==> config.mk <==
export PLATFORM = sky130hd
export DESIGN_NAME = integer_to_ascii_formatter
export DESIGN_NICKNAME = d
export VERILOG_FILES = /design/src/rtl/core/itoa_pkg.sv /design/src/rtl/core/itoa_dabble.sv /design/src/rtl/core/itoa_outreg.sv /design/src/rtl/core/integer_to_ascii_formatter.sv
export SDC_FILE = /design/constraint.sdc
export NUM_CORES = 1
export LEC_CHECK = 0
export BUFFER_PORTS_ARGS = -buffer_cell sky130_fd_sc_hd__buf_2
export CAP_MARGIN = 15
export CORE_ASPECT_RATIO = 0.9
export CORE_MARGIN = 2
export CORE_UTILIZATION = 56
export DETAILED_ROUTE_END_ITERATION = 10
export GPL_TIMING_DRIVEN = 0
export PLACE_DENSITY = 0.78
export SLEW_MARGIN = 25
export SYNTH_ARGS = -nofsm -noshare
export SYNTH_HDL_FRONTEND = slang
export SYNTH_HIERARCHICAL = 1
export SYNTH_SLANG_ARGS = --single-unit
==> constraint.sdc <==
create_clock -name i_clk -period 7.1 [get_ports i_clk]
set_clock_uncertainty 0.2 [all_clocks]
set_input_delay 0 -clock i_clk [delete_from_list [all_inputs] [get_ports i_clk]]
set_output_delay 0 -clock i_clk [all_outputs]
set_load 0.02 [all_outputs]
==> src/rtl/core/itoa_pkg.sv <==
// Shared types and constants for the integer-to-ASCII formatter.
package itoa_pkg;

    localparam int VALUE_BITS_DEF = 64;
    localparam int IN_VALUE_W     = 64;

    localparam logic [7:0] ASCII_ZERO  = 8'h30;
    localparam logic [7:0] ASCII_A_LC  = 8'h61;
    localparam logic [7:0] ASCII_MINUS = 8'h2d;
    localparam logic [3:0] DEC_BASE    = 4'd10;
    localparam logic [3:0] DABBLE_MIN  = 4'd5;
    localparam logic [3:0] DABBLE_ADD  = 4'd3;

    typedef enum logic [2:0] {
        S_IDLE,
        S_CONV,
        S_SKIP,
        S_SIGN,
        S_EMIT
    } t_state;

    typedef enum logic [2:0] {
        OP_HOLD,
        OP_LOAD_DEC,
        OP_LOAD_HEX,
        OP_DABBLE,
        OP_SHIFT
    } t_dab_op;

    typedef struct packed {
        t_dab_op op;
    } t_dab_cmd;

    typedef struct packed {
        logic       conv_done;
        logic       last_digit;
        logic [3:0] top_digit;
    } t_dab_stat;

    typedef struct packed {
        logic       push;
        logic       is_sign;
        logic [3:0] digit;
        logic       last;
    } t_char_req;

    typedef struct packed {
        logic [IN_VALUE_W-1:0] value;
        logic                  hex_mode;
        logic                  signed_mode;
    } t_in_item;

    typedef struct packed {
        logic [7:0] character;
        logic       last;
    } t_out_item;

endpackage

==> src/rtl/core/itoa_dabble.sv <==
// Digit register with shared shift/add-3 step for binary to BCD; hex digits load directly.
module itoa_dabble
    import itoa_pkg::*;
#(
    parameter int VALUE_BITS = VALUE_BITS_DEF,
    parameter int NUM_DIGITS = 20
) (
    input  logic                  i_clk,
    input  logic                  i_rst_n,
    input  t_dab_cmd              i_cmd,
    input  logic [VALUE_BITS-1:0] i_value,
    output t_dab_stat             o_stat
);

    localparam int BW = NUM_DIGITS * 4;
    localparam int CW = $clog2(VALUE_BITS + 1);
    localparam int LW = $clog2(NUM_DIGITS + 1);

    logic [VALUE_BITS-1:0] r_mag, n_mag;
    logic [BW-1:0]         r_bcd, n_bcd;
    logic [CW-1:0]         r_cnt, n_cnt;
    logic [LW-1:0]         r_len, n_len;
    logic [BW-1:0]         w_adj;

    // add 3 to every digit of five or more before the shift
    for (genvar g = 0; g < NUM_DIGITS; g++) begin : g_adj
        assign w_adj[4*g +: 4] = (r_bcd[4*g +: 4] >= DABBLE_MIN) ?
                                 r_bcd[4*g +: 4] + DABBLE_ADD : r_bcd[4*g +: 4];
    end

    always_comb begin
        n_mag = r_mag;
        n_bcd = r_bcd;
        n_cnt = r_cnt;
        n_len = r_len;
        case (i_cmd.op)
            OP_LOAD_DEC: begin
                n_mag = i_value;
                n_bcd = '0;
                n_cnt = CW'(VALUE_BITS);
                n_len = LW'(NUM_DIGITS);
            end
            OP_LOAD_HEX: begin
                n_bcd = BW'(i_value);
                n_cnt = '0;
                n_len = LW'(NUM_DIGITS);
            end
            OP_DABBLE: begin
                n_bcd = {w_adj[BW-2:0], r_mag[VALUE_BITS-1]};
                n_mag = {r_mag[VALUE_BITS-2:0], 1'b0};
                n_cnt = r_cnt - 1'b1;
            end
            OP_SHIFT: begin
                n_bcd = {r_bcd[BW-5:0], 4'd0};
                n_len = r_len - 1'b1;
            end
            default: begin
            end
        endcase
    end

    always_ff @(posedge i_clk) begin
        if (!i_rst_n) begin
            r_cnt <= '0;
            r_len <= '0;
        end else begin
            r_cnt <= n_cnt;
            r_len <= n_len;
        end
        r_mag <= n_mag;
        r_bcd <= n_bcd;
    end

    assign o_stat.conv_done  = (r_cnt == '0);
    assign o_stat.last_digit = (r_len == LW'(1));
    assign o_stat.top_digit  = r_bcd[BW-1 -: 4];

endmodule

==> src/rtl/core/itoa_outreg.sv <==
// ASCII encoder and output register of the result channel.
module itoa_outreg
    import itoa_pkg::*;
(
    input  logic      i_clk,
    input  logic      i_rst_n,
    input  t_char_req i_req,
    output logic      o_space,
    output logic      o_valid,
    input  logic      i_ready,
    output t_out_item o_data
);

    logic       r_valid;
    t_out_item  r_data;
    logic [7:0] w_char;

    always_comb begin
        if (i_req.is_sign) begin
            w_char = ASCII_MINUS;
        end else if (i_req.digit < DEC_BASE) begin
            w_char = ASCII_ZERO + {4'd0, i_req.digit};
        end else begin
            w_char = ASCII_A_LC + {4'd0, i_req.digit - DEC_BASE};
        end
    end

    assign o_space = !r_valid || i_ready;

    always_ff @(posedge i_clk) begin
        if (!i_rst_n) begin
            r_valid <= 1'b0;
        end else if (o_space) begin
            r_valid <= i_req.push;
        end
        if (o_space && i_req.push) begin
            r_data.character <= w_char;
            r_data.last      <= i_req.last;
        end
    end

    assign o_valid = r_valid;
    assign o_data  = r_data;

endmodule

==> src/rtl/core/integer_to_ascii_formatter.sv <==
// Top level of the integer-to-ASCII formatter: sequencer, sign handling, port glue.
//
// Usage: an input request carries a value, a hex/decimal select and a signed flag.
// The block answers with the value's ASCII text, one character per output
// request, most significant digit first, with last set on the final character.
// Hex uses lower-case a-f; zero prints as '0'; a negative signed decimal value
// prints '-' and its magnitude, the most negative value as 2^(VALUE_BITS-1).
// Both channels are valid/ready. o_ready is high only while the sequencer is
// idle; one number is worked at a time.
// Sequence without stalls, with D = number of digit positions (20 for 64 bits):
//   decimal: a load, VALUE_BITS double-dabble steps, a done check,
//            (D - digits) zero skips, a skip exit, then the minus sign if any
//            and one character per cycle;
//   hex:     a load, (D - digits) zero skips, a skip exit, then one character
//            per cycle.
// The decimal path adds the shared add-3/shift step over the digit register.
// The first character appears in the cycle after the sequencer pushes it into the
// output register. If the receiver stalls, the output register holds its
// character and the sequencer waits; nothing is lost or repeated.
// Reset (synchronous, active low) returns to idle and empties the output stage.
module integer_to_ascii_formatter
    import itoa_pkg::*;
#(
    parameter int VALUE_BITS = VALUE_BITS_DEF
) (
    input  logic      i_clk,
    input  logic      i_rst_n,
    input  logic      i_valid,
    output logic      o_ready,
    input  t_in_item  i_data,
    output logic      o_valid,
    input  logic      i_ready,
    output t_out_item o_data
);

    // decimal digits of 2^VALUE_BITS - 1 (1233/4096 ~ log10 2)
    localparam int NUM_DIGITS = ((VALUE_BITS * 1233) >> 12) + 1;

    t_state    r_state, n_state;
    logic      r_neg, n_neg;
    logic      r_hex, n_hex;
    t_dab_cmd  w_cmd;
    t_dab_stat w_stat;
    t_char_req w_req;
    logic      w_space;

    logic [VALUE_BITS-1:0] w_raw;
    logic [VALUE_BITS-1:0] w_mag;
    logic                  w_neg_in;

    // take the sign off at load; negating the most negative value gives 2^(n-1)
    assign w_raw    = i_data.value[VALUE_BITS-1:0];
    assign w_neg_in = i_data.signed_mode && !i_data.hex_mode && w_raw[VALUE_BITS-1];
    assign w_mag    = w_neg_in ? VALUE_BITS'(~w_raw + 1'b1) : w_raw;

    always_ff @(posedge i_clk) begin
        if (!i_rst_n) begin
            r_state <= S_IDLE;
            r_neg   <= 1'b0;
            r_hex   <= 1'b0;
        end else begin
            r_state <= n_state;
            r_neg   <= n_neg;
            r_hex   <= n_hex;
        end
    end

    always_comb begin
        n_state       = r_state;
        n_neg         = r_neg;
        n_hex         = r_hex;
        w_cmd.op      = OP_HOLD;
        w_req.push    = 1'b0;
        w_req.is_sign = 1'b0;
        w_req.digit   = w_stat.top_digit;
        w_req.last    = w_stat.last_digit;
        o_ready       = 1'b0;
        case (r_state)
            S_IDLE: begin
                o_ready = 1'b1;
                if (i_valid) begin
                    n_neg    = w_neg_in;
                    n_hex    = i_data.hex_mode;
                    w_cmd.op = i_data.hex_mode ? OP_LOAD_HEX : OP_LOAD_DEC;
                    n_state  = i_data.hex_mode ? S_SKIP : S_CONV;
                end
            end
            S_CONV: begin
                // one add-3/shift step per cycle until all bits are in
                if (w_stat.conv_done) begin
                    n_state = S_SKIP;
                end else begin
                    w_cmd.op = OP_DABBLE;
                end
            end
            S_SKIP: begin
                // drop leading zeros, keep at least one digit
                if (w_stat.top_digit == 4'd0 && !w_stat.last_digit) begin
                    w_cmd.op = OP_SHIFT;
                end else begin
                    n_state = r_neg ? S_SIGN : S_EMIT;
                end
            end
            S_SIGN: begin
                if (w_space) begin
                    w_req.push    = 1'b1;
                    w_req.is_sign = 1'b1;
                    w_req.last    = 1'b0;
                    n_state       = S_EMIT;
                end
            end
            S_EMIT: begin
                // advance one digit per accepted slot in the output register
                if (w_space) begin
                    w_req.push = 1'b1;
                    w_cmd.op   = OP_SHIFT;
                    if (w_stat.last_digit) begin
                        n_state = S_IDLE;
                    end
                end
            end
            default: begin
                n_state = S_IDLE;
            end
        endcase
    end

    itoa_dabble #(
        .VALUE_BITS (VALUE_BITS),
        .NUM_DIGITS (NUM_DIGITS)
    ) u_dabble (
        .i_clk   (i_clk),
        .i_rst_n (i_rst_n),
        .i_cmd   (w_cmd),
        .i_value (w_mag),
        .o_stat  (w_stat)
    );

    itoa_outreg u_outreg (
        .i_clk   (i_clk),
        .i_rst_n (i_rst_n),
        .i_req   (w_req),
        .o_space (w_space),
        .o_valid (o_valid),
        .i_ready (i_ready),
        .o_data  (o_data)
    );

    // a minus sign is never the final character
    a_sign_not_last: assert property (@(posedge i_clk) disable iff (!i_rst_n)
        (o_valid && o_data.character == ASCII_MINUS) |-> !o_data.last)
        else $error("minus sign marked as last character");

    // decimal conversion leaves only digits 0-9
    a_dec_digit: assert property (@(posedge i_clk) disable iff (!i_rst_n)
        (r_state == S_EMIT && !r_hex) |-> (w_stat.top_digit <= 4'd9))
        else $error("decimal digit out of range");

    // pushing the final digit returns the sequencer to idle
    a_last_to_idle: assert property (@(posedge i_clk) disable iff (!i_rst_n)
        (r_state == S_EMIT && w_req.push && w_stat.last_digit) |=> (r_state == S_IDLE))
        else $error("sequencer did not return to idle after last digit");

endmodule

# Yosys cells after proc, flatten, opt, wreduce, memory -nomap -nowiden
# Index checks and enable logic that the tools add are counted.
# W data, S select, Z words.
# classes
eq_ne	15
n_addsub	26
n_bitwise	1
order_cmp	21
mux	47
n_reduce_logical	18
# op_table
operator	count
$pmux W80 S4	1
$pmux W64 S2	1
$ge A4 B3 Y1 const B	20
$add A4 B2 Y4 const B	19
$mux W4	19
$add A64 B1 Y64 const B	1
$mux W64	1
$not A64 Y64	1
$mux W3	10
$pmux W7 S3	1
$pmux W3 S5	1
$eq A3 B2 Y1 const B	4
$pmux W3 S4	1
$pmux W5 S2	1
$add A7 B4 Y8 const A	1
$mux W2	4
$mux W8	1
$add A6 B4 Y7 const A	1
$logic_not A7 Y1	1
$sub A7 B1 Y7 const B	1
$eq A3 B1 Y1 const B	2
$eq A3 B3 Y1 const B	2
$ne A2 B1 Y1 const B	3
$ne A2 B2 Y1 const B	3
18 further kinds	28
# totals
word_cells	137
regBits	170
output_inout_bits	11

# Longest topological paths before layout
# Gate-level depths: netlist of the first run.
# logic_depth
depth_word	8
ltp_mapped	12
ltp_nobuf	10

# Hierarchy
# Netlist of the first run, hierarchy kept.
# modules_own_cells
module	area_each_um2	instances	cells_each
itoa_dabble	8933.6	1	750
integer_to_ascii_formatter	1818.0	1	277
itoa_outreg	409.1	1	37

# Least setup slack after synthesis of the first run
# No wires, ideal clock.
# synth_path
kind	reg2reg
startpoint	register r_state[0]
endpoint	register u_dabble.r_bcd[0], enable pin
required_ps	6345
t_arrival_ps	5987
path_buffers	3
setup_ps	555
path_slack_ps	359
path_stages_with_launch	8
cell_sequence	dfxtp_1 > clkbuf_1 > or3b_2 > a21oi_1 > buf_4 > buf_2 > nor2_1 > xnor2_1
# synth_lines
element	line	text
from (decl)	integer_to_ascii_formatter.sv:39	t_state r_state, n_state;
from (signal assigned)	integer_to_ascii_formatter.sv:62	r_state <= n_state;
to (signal assigned)	itoa_dabble.sv:71	r_bcd <= n_bcd;
to (decl)	itoa_dabble.sv:20	logic [BW-1:0] r_bcd, n_bcd;

==> metrics.md, run 1 <==
| Metric | Value |
|---|---|
| Ys async rst share | `0` |
| Final setup violation count | `0` |
| Post-detail-place hpwl | `around 21 mm` |
| CTS root buffer | `clkbuf_16` |
| Top-area cell type share of the netlist area | `0.4063` |
| Synthesized area | `11160 µm²` |
| PortBufs | `78` |
| CTS Buf Count | `17` |
| TritonCTS clock tree | `yes` |
| Fin area | `between 10000 and 15000 µm²` |
| Rows | `48` |
| First-pass GRT wire length | `between 40 and 50 mm` |
| Worst min-delay path class | `in -> reg` |
| Residual DRC | `0` |
| Share of cells above drive strength 1 | `0.1533` |
| Met3 Use GR | `0.06625` |
| Pleak | `4.771 nW` |
| Unrepaired setup endpoints after global routing | `no` |
| Drt wl/cell | `20.47 µm` |
| CP Max Fanout | `12` |
| Placed Area | `~12000 µm²` |
| Ys Warns | `6` |
| Prevailing post-synth register cell | `edfxtp_1` |
| Die width | `between 150 and 200 µm` |
| Final hold violations | `0` |
| Total number of vias | `9304` |
| Post-CTS Resized | `0` |
| Worst IR drop on VDD | `225.9 µV` |
| DIE AREA | `21080 µm²` |
| Initial antenna violation count | `0` |
| Gr usage total | `0.2837` |
| Routed WL | `29.95 mm` |
| # diodes | `0` |
| Fin. max-slew vios | `0` |
| Core ar. | `roughly 19000 µm²` |
| DRT Pass-1 Iters | `6` |
| Largest net degree at the start of global routing | `36` |
| Nets | `1317` |
| Clock tree buffer depth | `2` |
| I/O pin count | `81` |
| CP Class | `reg -> reg` |
| Skew-Pair Late Insertion Delay | `approximately 0.43 ns` |
| Arrival @ worst endpoint | `about 3.8 ns` |
| Sequential share of the synthesized area | `0.4368` |
| Mapped Cells | `1064` |
| Max-Cap Viols | `0` |
| Synth area leaders | `edfxtp_1 41%, mux2_1 6.4%, ha_1 5.3%` |
| Yosys reg bits | `168` |
| Die Span Y | `137.9 µm` |
| Clock slew at reported path FFs | `0.07 ns` |
| Area leader, netlist | `edfxtp_1` |
| Met2 Resource Use GR | `0.4624` |
| Busiest grt layer | `met2` |
| Setup_tns | `0 ns` |
| Pwr/cell area | `323.8 nW/µm²` |
| Area grow syn2layout | `15.29%` |
| Netlist cell types | `66` |
| Fin crit share | `0.5445` |
| Via-to-Cell Ratio | `6.360` |
| Min Tclk post-route | `3.866 ns` |
| CP Launch Type | `register` |
| Initial Utilization | `0.5771` |
| Hold-fix buffers, CTS | `31` |
| Slew HR | `0.4045` |
| Iter 0 DRT Violations | `~1100` |
| Final Power | `0.004167 W` |
| H-tree depth | `4` |
| CP endpoint kind | `register` |
| Final ANT Viol Nets | `0` |
| Post-CTS setup buffers | `0` |
| Vias in the first global route | `8769` |
| Mean Syn Cell Area | `10.49 µm²` |
| Fill count | `1480` |
| Worst EP required | `~7 ns` |
| Gr ovfl total | `0` |
| Sink Count | `around 170` |
| Fmax | `0.2587 GHz` |
| Worst-margin pin slew | `0.8933 ns` |
| Routability Congestion | `around 0.92` |
| Met1 usage | `0.3757` |
| Post-synth EDFFs | `151` |
| Net count after synthesis | `~1200` |
| Status | `finished, final reports clean` |
==> cells in the final DEF (no fill, tap or decap), types with 4 or more instances in the layout <==
cell type / count
o22ai_1: 68
nand3b_1: 4
o31ai_1: 4
a31oi_1: 17
mux2i_1: 4
nand2b_1: 26
nor2b_1: 9
buf_2: 91
buf_6: 14
nor2_1: 53
nor4_1: 17
o21ai_1: 8
clkbuf_1: 27
edfxtp_1: 151
xor2_1: 54
clkbuf_16: 20
o32ai_1: 4
a22oi_1: 63
and2_1: 11
ha_1: 47
dfxtp_1: 17
or4_1: 5
mux2_1: 63
xnor2_1: 35
buf_4: 11
nand2_1: 28
mux2_2: 20
inv_1: 61
o21ai_0: 30
nor3b_1: 39
nor3_1: 22
dlygate4sd3_1: 31
a21oi_1: 90
==> final timing paths <==
kind | slack, ns | to | cells after the start | from
worst min register to register | 0.32 | u_dabble/r_cnt[5]$_SDFFE_PN0P_ | 2 | u_dabble/r_cnt[5]$_SDFFE_PN0P_
worst max register to register | 3.23 | u_dabble/r_bcd[43]$_DFFE_PP_ | 10 | r_state[0]$_SDFFE_PN0P_
worst min-delay path | 0.02 | u_dabble/r_mag[36]$_DFFE_PP_ | 4 | i_data[38]
worst max-delay path | 3.23 | u_dabble/r_bcd[43]$_DFFE_PP_ | 10 | r_state[0]$_SDFFE_PN0P_
==> sequential cells by signal (all words and copies together), names as in the netlist <==
signal,count
u_dabble/r_len,5
r_neg,1
u_dabble/r_mag,64
r_state,3
u_dabble/r_cnt,7
u_dabble/r_bcd,80
u_outreg/o_data,7
u_outreg/o_valid,1
==> report_power, final <==
group / internal, W / switching [W]
Sequential: 0.00144 / 0.000227
Combinational: 0.000684 / 0.000888
Clock: 0.000521 / 0.000402
Total: 0.00265 / 0.00152
==> through the flow <==
| step | utilization | hold slack (ns) | cells | setup WS (ns) |
|---|---|---|---|---|
| 2_1_floorplan | - | -0.07829 | 1064 | 0.3588 |
| 3_3_place_gp | 0.6135 | 0.1100 | 1392 | -1.914 |
| 3_5_place_dp | 0.6193 | 0.1141 | 1400 | 3.342 |
| 4_1_cts | 0.6654 | 0.0003706 | 1463 | 3.266 |
| 5_1_grt | 0.6654 | 0.01334 | 1463 | 3.024 |
| 6_report | 0.6654 | 0.02468 | 1463 | 3.234 |
==> cells in the mapped netlist (3+ instances only) <==
cell type  count
edfxtp_1     151
a21oi_1       90
o31a_1         3
nor4_1        17
nor2_1        53
nand4_1        3
a31oi_1       17
buf_6         10
ha_1          47
buf_4         10
o32ai_1        4
nor2b_1        9
dfxtp_1       17
inv_1         61
mux2_2        20
nor3_1        22
or3_1          3
nor3b_1       39
o31ai_1        4
nand3_1        3
o21ai_0       30
mux2_1        63
a22oi_1       63
nand3b_1       4
xnor2_1       36
nand2b_1      26
a41oi_1        3
and2_1        11
xor2_1        54
nand2_1       28
o21ai_1        8
o22ai_1       68
clkbuf_1      25
or4_1          5
mux2i_1        4
buf_2         13
==> kinds of logic (layout without fill, tap and decap cells) <==
logic type | Yosys count | in the layout | share of synthesized area
multiplexers | 87 | 87 | 0.08733
other | 2 | 2 | 0.0006729
adder cells (fa/ha/maj) | 47 | 47 | 0.05269
buffers and inverters | 119 | 268 | 0.05157
AO/OA/AOI/OAI | 309 | 309 | 0.1735
AND/OR/NAND/NOR | 242 | 242 | 0.1268
XOR/XNOR | 90 | 90 | 0.07063
flip-flops | 168 | 168 | 0.4368
==> critical path: stages (launching register included) <==
cell and delay [ns]:
dfxtp_1 0.33, clkbuf_1 0.20, or3b_2 0.49, a21oi_1 0.52
buf_4 0.28, buf_2 0.27, nor2_1 0.13, xnor2_2 0.54
buf_6 0.26, buf_8 0.17, buf_6 0.16
==> cell type report <==
class                      instances  area [µm²]  share of cell area
multi-input combinational        777        5720              0.4446
inverter                          61       229.0             0.01779
clock buffer                      23       521.8             0.04055
clock inverter                     9       58.81            0.004570
sequential                       168        4875              0.3788
tap                              250       312.8             0.02431
timing repair buffer             117       803.3             0.06243
buffer                            58       346.6             0.02694
==> layer usage <==
layer	up-vias	share of wire
met1	4441	0.42
met3	65	0.096
li1	4279	-
met2	519	0.46
met4	0	0.028
met5	-	0
Power figures use the tool's default switching activity.
==> run 2: changes to the inputs <==
--- a/config.mk
+++ b/config.mk
@@ -9,10 +9,10 @@
 export CAP_MARGIN = 15
 export CORE_ASPECT_RATIO = 0.9
 export CORE_MARGIN = 2
-export CORE_UTILIZATION = 56
+export CORE_UTILIZATION = 60
 export DETAILED_ROUTE_END_ITERATION = 10
 export GPL_TIMING_DRIVEN = 0
-export PLACE_DENSITY = 0.78
+export PLACE_DENSITY = 0.79
 export SLEW_MARGIN = 25
 export SYNTH_ARGS = -nofsm -noshare
 export SYNTH_HDL_FRONTEND = slang
==> constraint.sdc (replaced) <==
create_clock -name i_clk -period 3.9 [get_ports i_clk]
set_clock_uncertainty 0.2 [all_clocks]
set_input_delay 0 -clock i_clk [delete_from_list [all_inputs] [get_ports i_clk]]
set_output_delay 0 -clock i_clk [all_outputs]
set_load 0.02 [all_outputs]
==> run 2 against run 1 <==
Effect of this change: combinational power increased by 85%; critical path depth up 1; worst hold slack about the same; final cell count fell by 0.96%; clock power is 110% higher; largest cell class unchanged; highest routed layer unchanged.
==> metrics.md, run 2 (same netlist as run 1, synthesis figures left out) <==
| Metric | Value |
|---|---|
| Status | `finished, final reports clean (unchanged)` |
| Commonest non-fill, non-tap cell in the layout | `edfxtp_1 (unchanged)` |
| Crit-path max cell delay | `0.77 ns (was 0.54 ns)` |
| Post-detail-place hpwl | `21.49 mm (was 21.20 mm)` |
| # diodes | `0 (unchanged)` |
| Most frequent cells in the layout | `151 x edfxtp_1, 91 x buf_2, 89 x a21oi_1 (was 151 x edfxtp_1, 91 x buf_2, 90 x a21oi_1)` |
| Worst Hold Path Cells | `3 (was 4)` |
| Via-to-Cell Ratio | `6.482 (was 6.360)` |
| Fmax | `0.2673 GHz` |
| Routability Congestion | `0.9159 (was 0.9156)` |
| Arrival @ worst endpoint | `3.82 ns (was 3.81 ns)` |
| Fin crit share | `0.9592` |
| CP Class | `in -> reg (was reg -> reg)` |
| Pwr/cell area | `611.2 nW/µm² (was 323.8 nW/µm²)` |
| Worst IR drop on VDD | `421.3 µV (was 225.9 µV)` |
| Unrepaired setup endpoints after global routing | `no (unchanged)` |
| Hold slack | `0.02471 ns (was 0.02468 ns)` |
| Drt wl/cell | `21.22 µm (was 20.47 µm)` |
| Crit-path cells | `dlygate4sd3_1, buf_2, inv_1, ha_1, nor3b_1, nand3_1, nor3_2, a31oi_1, xor2_1, a22oi_1, o22ai_1 (was clkbuf_1, or3b_2, a21oi_1, buf_4, buf_2, nor2_1, xnor2_2, buf_6, buf_8, buf_6)` |
| Total number of vias | `9393 (was 9304)` |
| DRT Pass-1 Iters | `5 (was 6)` |
| Skew-Pair Late Insertion Delay | `0.43 ns (about the same)` |
| Gr ovfl total | `0 (unchanged)` |
| PortBufs | `78 (unchanged)` |
| Fin. max-slew vios | `0 (unchanged)` |
| Largest register FFs | `80 (unchanged)` |
| Initial antenna violation count | `0 (unchanged)` |
| Number of cells on the critical path | `11 (was 10)` |
| CP delay by family, top | `simple AND/OR/NAND/NOR gates (was buffers and inverters)` |
| Vias in the first global route | `8853 (was 8769)` |
| Core ar. | `18290 µm² (was 19340 µm²)` |
| Rows | `47 (was 48)` |
| Iter 0 DRT Violations | `1077 (was 1127)` |
| Largest registers | `u_dabble/r_bcd x80, u_dabble/r_mag x64 (unchanged)` |
| I/O pin count | `81 (unchanged)` |
| DIE AREA | `19710 µm² (was 21080 µm²)` |
| CP Launch Type | `input pin (was register)` |
| Clock tree buffer depth | `2 (unchanged)` |
| Reg2Reg Depth | `10 (unchanged)` |
| Post-layout util | `0.7055 (was 0.6654)` |
| Worst EP required | `3.98 ns (was 7.04 ns)` |
| CP endpoint kind | `register (unchanged)` |
| Final setup violation count | `0 (unchanged)` |
| Clock slew at reported path FFs | `0.07 ns (about the same)` |
| Die Span Y | `133.4 µm (was 137.9 µm)` |
| CP Max Fanout | `10 (was 12)` |
| Worst min-delay path class | `in -> reg (unchanged)` |
| Setup_tns | `0 ns (unchanged)` |
| H-tree depth | `4 (unchanged)` |
| Routed WL | `30.74 mm (was 29.95 mm)` |
| Share of cells above drive strength 1 | `0.1553 (was 0.1533)` |
| Die width | `147.8 µm (was 152.8 µm)` |
| Crit path buffers/inverters | `3 (was 6)` |
| Worst-margin pin slew | `0.8636 ns (was 0.8933 ns)` |
| First-pass GRT wire length | `47.94 mm (was 46.64 mm)` |
| CTS Buf Count | `17 (unchanged)` |
| Post-CTS Resized | `0 (unchanged)` |
| Nets | `1308 (was 1317)` |
| Final ANT Viol Nets | `0 (unchanged)` |
| Sink Count | `168 (unchanged)` |
| Top reg by flops | `u_dabble/r_bcd (unchanged)` |
| Final Power | `0.007887 W (was 0.004167 W)` |
| Final hold violations | `0 (unchanged)` |
| Largest net degree at the start of global routing | `41 (was 36)` |
| Area grow syn2layout | `15.62% (was 15.29%)` |
| Min Tclk post-route | `3.741 ns` |
| Initial Utilization | `0.6102 (was 0.5771)` |
| TritonCTS clock tree | `yes (unchanged)` |
| Crit path max-delay cell type | `nor3_2 (was xnor2_2)` |
| Slew HR | `0.4198 (was 0.4045)` |
| Gr usage total | `0.3152 (was 0.2837)` |
| Max-Cap Viols | `0 (unchanged)` |
| Residual DRC | `0 (unchanged)` |
| Pleak | `4.771 nW (about the same)` |
| CTS root buffer | `clkbuf_16 (unchanged)` |
## run 2: changes by cell type in the layout (fill, tap and decap cells not counted), moves of 3 or more
cell           delta
clkbuf_16         -3
dlygate4sd3_1     -7
inv_4             -3
inv_6             +4
bufinv_16         +5
buf_6             -4
## run 2: final cells by class
class                           count  area [µm²]
Tap cell                          245       306.5
Buffer                             58       346.6
Clock inverter                     14       231.5
Clock buffer                       18       429.2
Sequential cell                   168        4875
Timing Repair Buffer              108       750.7
Multi-Input combinational cell    777        5736
Inverter                           61       229.0
Fill cell                        1308        5385
## run 2: what timing repair did
item,in CTS,in global routing
hold endpoints to repair,39,0
buffers inserted,0,0
hold buffers,24,0
## run 2: final timing paths
check | start | end | slack, ns
setup / recovery | i_data[2] | u_dabble/r_bcd[62]$_DFFE_PP_ | 0.16
hold / removal | i_data[14] | u_dabble/r_mag[12]$_DFFE_PP_ | 0.02
setup reg to reg | r_state[0]$_SDFFE_PN0P_ | u_dabble/r_bcd[54]$_DFFE_PP_ | 0.25
hold reg to reg | u_dabble/r_cnt[5]$_SDFFE_PN0P_ | u_dabble/r_cnt[5]$_SDFFE_PN0P_ | 0.31
## run 2: per-stage QoR
stage	setup slack, ns	cells	area (µm²)
2_1_floorplan	0.08490	1064	11180
3_3_place_gp	-0.8182	1387	11880
3_5_place_dp	0.2785	1393	12000
4_1_cts	0.2536	1449	12900
5_1_grt	0.008660	1449	12900
6_report	0.1591	1449	12900
## run 2: report_power, final
group | internal (W) | switching, W | total (W) | leakage [nW]
sequential | 0.00263 | 0.000415 | 0.00304 | 1.59
clock | 0.00116 | 0.000773 | 0.00193 | 0.316
combinational | 0.00127 | 0.00165 | 0.00291 | 2.86
## run 2: per-layer routing
layer  share of wire  routed length, µm  track usage  vias up
met5               0                  0            0        -
met4           0.022                677       0.1020        0
met3            0.12               3549      0.05788       68
met2            0.46              14040       0.4992      541
met1            0.41              12470       0.4421     4500
li1                -                  -            -     4284
## run 2: worst register-to-register path, cell delays in order, from the launching register on
cell and delay, ns:
dfxtp_1 0.33, clkbuf_1 0.20, or3b_2 0.52, a21oi_2 0.34, buf_4 0.24, buf_2 0.26
nor2_1 0.15, xnor2_4 0.52, buf_16 0.24, buf_8 0.19, buf_8 0.18
==> run 3: changes to the inputs <==
--- a/config.mk
+++ b/config.mk
@@ -5,6 +5,7 @@
 export SDC_FILE = /design/constraint.sdc
 export NUM_CORES = 1
 export LEC_CHECK = 0
+export ABC_AREA = 1
 export BUFFER_PORTS_ARGS = -buffer_cell sky130_fd_sc_hd__buf_2
 export CAP_MARGIN = 15
 export CORE_ASPECT_RATIO = 0.9
==> run 3 against run 2 <==
Effect of this change: die area rose by 9.1%; setup slack improved by 0.21 ns; synthesized cell count rose by 59%; global-route usage rose by 3.3 points; critical path type is now reg -> reg; largest cell class unchanged.
==> metrics.md, run 3 <==
| Metric | Value |
|---|---|
| Total number of vias | `12110 (was 9393)` |
| Fmax | `0.2836 GHz (was 0.2673 GHz)` |
| Commonest non-fill, non-tap cell in the layout | `nand2_1 (was edfxtp_1)` |
| Die width | `154.3 µm (was 147.8 µm)` |
| Clock slew at reported path FFs | `0.08 ns (was 0.07 ns)` |
| Residual DRC | `0 (unchanged)` |
| Int Power | `0.005569 W (was 0.005051 W)` |
| Top reg by flops | `u_dabble/r_bcd (unchanged)` |
| Core ar. | `19990 µm² (was 18290 µm²)` |
| Ys async rst share | `0 (unchanged)` |
| CP endpoint kind | `register (unchanged)` |
| Share of cells above drive strength 1 | `0.1158 (was 0.1553)` |
| Mean Syn Cell Area | `7.199 µm² (was 10.49 µm²)` |
| Slew HR | `0.5326 (was 0.4198)` |
| Number of placed instances, taps included | `2036 (was 1393)` |
| Net count after synthesis | `1812 (was 1181)` |
| PortBufs | `78 (unchanged)` |
| Via-to-Cell Ratio | `5.688 (was 6.482)` |
| Fin crit share | `0.9042 (was 0.9592)` |
| Die Span Y | `139.3 µm (was 133.4 µm)` |
| Largest registers | `u_dabble/r_bcd x80, u_dabble/r_mag x64 (unchanged)` |
| Area grow syn2layout | `17.22% (was 15.62%)` |
| Netlist cell types | `45 (was 66)` |
| Final WS setup | `0.3738 ns (was 0.1591 ns)` |
| Final Power | `0.01008 W (was 0.007887 W)` |
| Routability Congestion | `0.9255 (was 0.9159)` |
| Pwr/cell area | `704.6 nW/µm² (was 611.2 nW/µm²)` |
| Sequential share of the synthesized area | `0.3995 (was 0.4368)` |
| Gr usage total | `0.3481 (was 0.3152)` |
| Finished Layout Cells | `2129 (was 1449)` |
| Most common cell in the netlist | `nand2_1 (was edfxtp_1)` |
| I/O pin count | `81 (unchanged)` |
| Post-CTS Resized | `0 (unchanged)` |
| CTS root buffer | `clkbuf_16 (unchanged)` |
| First-pass GRT wire length | `58.66 mm (was 47.94 mm)` |
| Min Tclk post-route | `3.526 ns (was 3.741 ns)` |
| Fin. max-slew vios | `0 (unchanged)` |
| Hold slack | `0.03601 ns (was 0.02471 ns)` |
| Pleak | `6.443 nW (was 4.771 nW)` |
| Final setup violation count | `0 (unchanged)` |
| CP Class | `reg -> reg (was in -> reg)` |
| Clock power frac | `0.169 (was 0.245)` |
| CP Max Fanout | `14 (was 10)` |
| Vias in the first global route | `11410 (was 8853)` |
| Net Sw Frac | `0.4474 (was 0.3595)` |
| Synthesized area | `12200 µm² (was 11160 µm²)` |
| Area leader, netlist | `edfxtp_1 (unchanged)` |
| H-tree depth | `4 (unchanged)` |
| Unrepaired setup endpoints after global routing | `no (unchanged)` |
| Rows | `49 (was 47)` |
| Max-Cap Viols | `0 (unchanged)` |
| Multi-input logic area | `6211 µm² (was 5736 µm²)` |
| Synth area leaders | `edfxtp_1 37%, nand2_1 18%, inv_1 7.0% (was edfxtp_1 41%, mux2_1 6.4%, ha_1 5.3%)` |
| Worst IR drop on VDD | `460.3 µV (was 421.3 µV)` |
| CTS Buf Count | `17 (unchanged)` |
| Ys Warns | `6 (unchanged)` |
| Post-detail-place hpwl | `28.09 mm (was 21.49 mm)` |
| DRT Pass-1 Iters | `6 (was 5)` |
| Largest register FFs | `80 (unchanged)` |
| Post-synth EDFFs | `151 (unchanged)` |
| Logic pwr share | `0.460 (was 0.369)` |
| Gr ovfl total | `0 (unchanged)` |
| Nets | `1978 (was 1308)` |
| Final hold violations | `0 (unchanged)` |
| Largest net degree at the start of global routing | `28 (was 41)` |
| Sequential power share | `0.371 (was 0.386)` |
| Prevailing post-synth register cell | `edfxtp_1 (unchanged)` |
| Initial Utilization | `0.6105 (was 0.6102)` |
| CP Launch Type | `register (was input pin)` |
| # diodes | `0 (unchanged)` |
| Initial antenna violation count | `1 (was 0)` |
| Clock tree buffer depth | `2 (unchanged)` |
| Top-area cell type share of the netlist area | `0.3716 (was 0.4063)` |
| Arrival @ worst endpoint | `3.46 ns (was 3.82 ns)` |
| Drt wl/cell | `17.56 µm (was 21.22 µm)` |
| Post-Place Worst Slack | `0.2350 ns (was 0.2785 ns)` |
| Routed WL | `37.40 mm (was 30.74 mm)` |
| Status | `finished, final reports clean (unchanged)` |
| Worst EP required | `3.83 ns (was 3.98 ns)` |
| Iter 0 DRT Violations | `1471 (was 1077)` |
| Final ANT Viol Nets | `0 (unchanged)` |
| TritonCTS clock tree | `yes (unchanged)` |
| Skew-Pair Late Insertion Delay | `0.43 ns (about the same)` |
| Mapped Cells | `1695 (was 1064)` |
| Register area | `4877 µm² (was 4875 µm²)` |
| Sink Count | `168 (unchanged)` |
| DIE AREA | `21490 µm² (was 19710 µm²)` |
| Yosys reg bits | `168 (unchanged)` |
| Worst-margin pin slew | `0.7012 ns (was 0.8636 ns)` |
| Fill count | `1612 (was 1308)` |
| Sw Pwr | `0.004509 W (was 0.002835 W)` |
| Post-synth top cells | `571 x nand2_1, 229 x inv_1, 167 x nor2_1 (was 151 x edfxtp_1, 90 x a21oi_1, 68 x o22ai_1)` |
| Most frequent cells in the layout | `569 x nand2_1, 225 x inv_1, 163 x nor2_1 (was 151 x edfxtp_1, 91 x buf_2, 89 x a21oi_1)` |
| Worst min-delay path class | `in -> reg (unchanged)` |
## run 3: critical path, cell delays in order (launching register included)
cell      delay, ns
dfxtp_2        0.35
inv_2          0.05
ha_1           0.18
nand3_1        0.08
nor2_1         0.05
nor2_1         0.10
nand2_1        0.12
o21ai_0        0.16
inv_1          0.18
nor2_2         0.20
nand2_2        0.24
buf_2          0.31
nand3b_1       0.24
buf_8          0.19
buf_8          0.17
buf_8          0.17
buf_6          0.20
## run 3: layout make-up
type | count | share of cell area
clock buffers | 17 | 0.02974
well taps | 255 | 0.02231
multi-input cells | 1244 | 0.4343
repair buffers | 147 | 0.07865
flip-flops and latches | 168 | 0.3410
plain buffers | 50 | 0.02056
inverters | 233 | 0.06132
clock inverters | 15 | 0.01216
## run 3: final timing paths
check                                       from                             end  slack [ns]  cells past startpoint
setup / recovery  u_dabble/r_cnt[0]$_SDFFE_PN0P_    u_dabble/r_bcd[20]$_DFFE_PP_        0.37                     16
hold / removal                         i_data[3]     u_dabble/r_mag[1]$_DFFE_PP_        0.04                      5
setup reg to reg  u_dabble/r_cnt[0]$_SDFFE_PN0P_    u_dabble/r_bcd[20]$_DFFE_PP_        0.37                     16
hold reg to reg   u_dabble/r_cnt[0]$_SDFFE_PN0P_  u_dabble/r_cnt[0]$_SDFFE_PN0P_        0.24                      1
## run 3: metal layers
metal / routed length, µm / vias up / GRT usage / share of wire
met1: 15670 / 5518 / 0.4807 / 0.42
met2: 16590 / 661 / 0.5577 / 0.44
met3: 3601 / 99 / 0.04204 / 0.096
met5: 0 / - / 0 / 0
met4: 1535 / 0 / 0.1516 / 0.041
li1: - / 5831 / - / -
## run 3: power by group through the flow
stage | Combinational [W] | Sequential (W) | Clock [W]
2_1_floorplan | 0.00302 | 0.00363 | 0
3_3_place_gp | 0.00352 | 0.00360 | 0
3_5_place_dp | 0.00443 | 0.00374 | 0
4_1_cts | 0.00453 | 0.00372 | 0.00171
5_1_grt | 0.00513 | 0.00382 | 0.00178
6_report | 0.00463 | 0.00374 | 0.00170
## run 3: metrics by stage
stage	cell area (µm²)	setup TNS (ns)	utilization
4_1_cts	14300	0	0.7152
2_1_floorplan	12260	-64.79	-
3_3_place_gp	12970	-189.37	0.6489
5_1_grt	14300	0	0.7156
6_report	14300	0	0.7156
3_5_place_dp	13100	0	0.6552
## run 3: cells by family after synthesis
family          Yosys count  share of synthesized area
simple gates            930                     0.3192
buf+inv                 283                    0.09598
compound gates          218                     0.1027
flops                   168                     0.3995
xor+xnor                 47                    0.03374
fa+ha+maj                47                    0.04819
other cells               2                  0.0006155
## run 3: what timing repair did
action                                  in CTS  in global routing
endpoints found under the setup margin       0                 14
endpoints found under the hold margin      115                  0
setup buffers                                0                  1
hold buffers                                60                  0
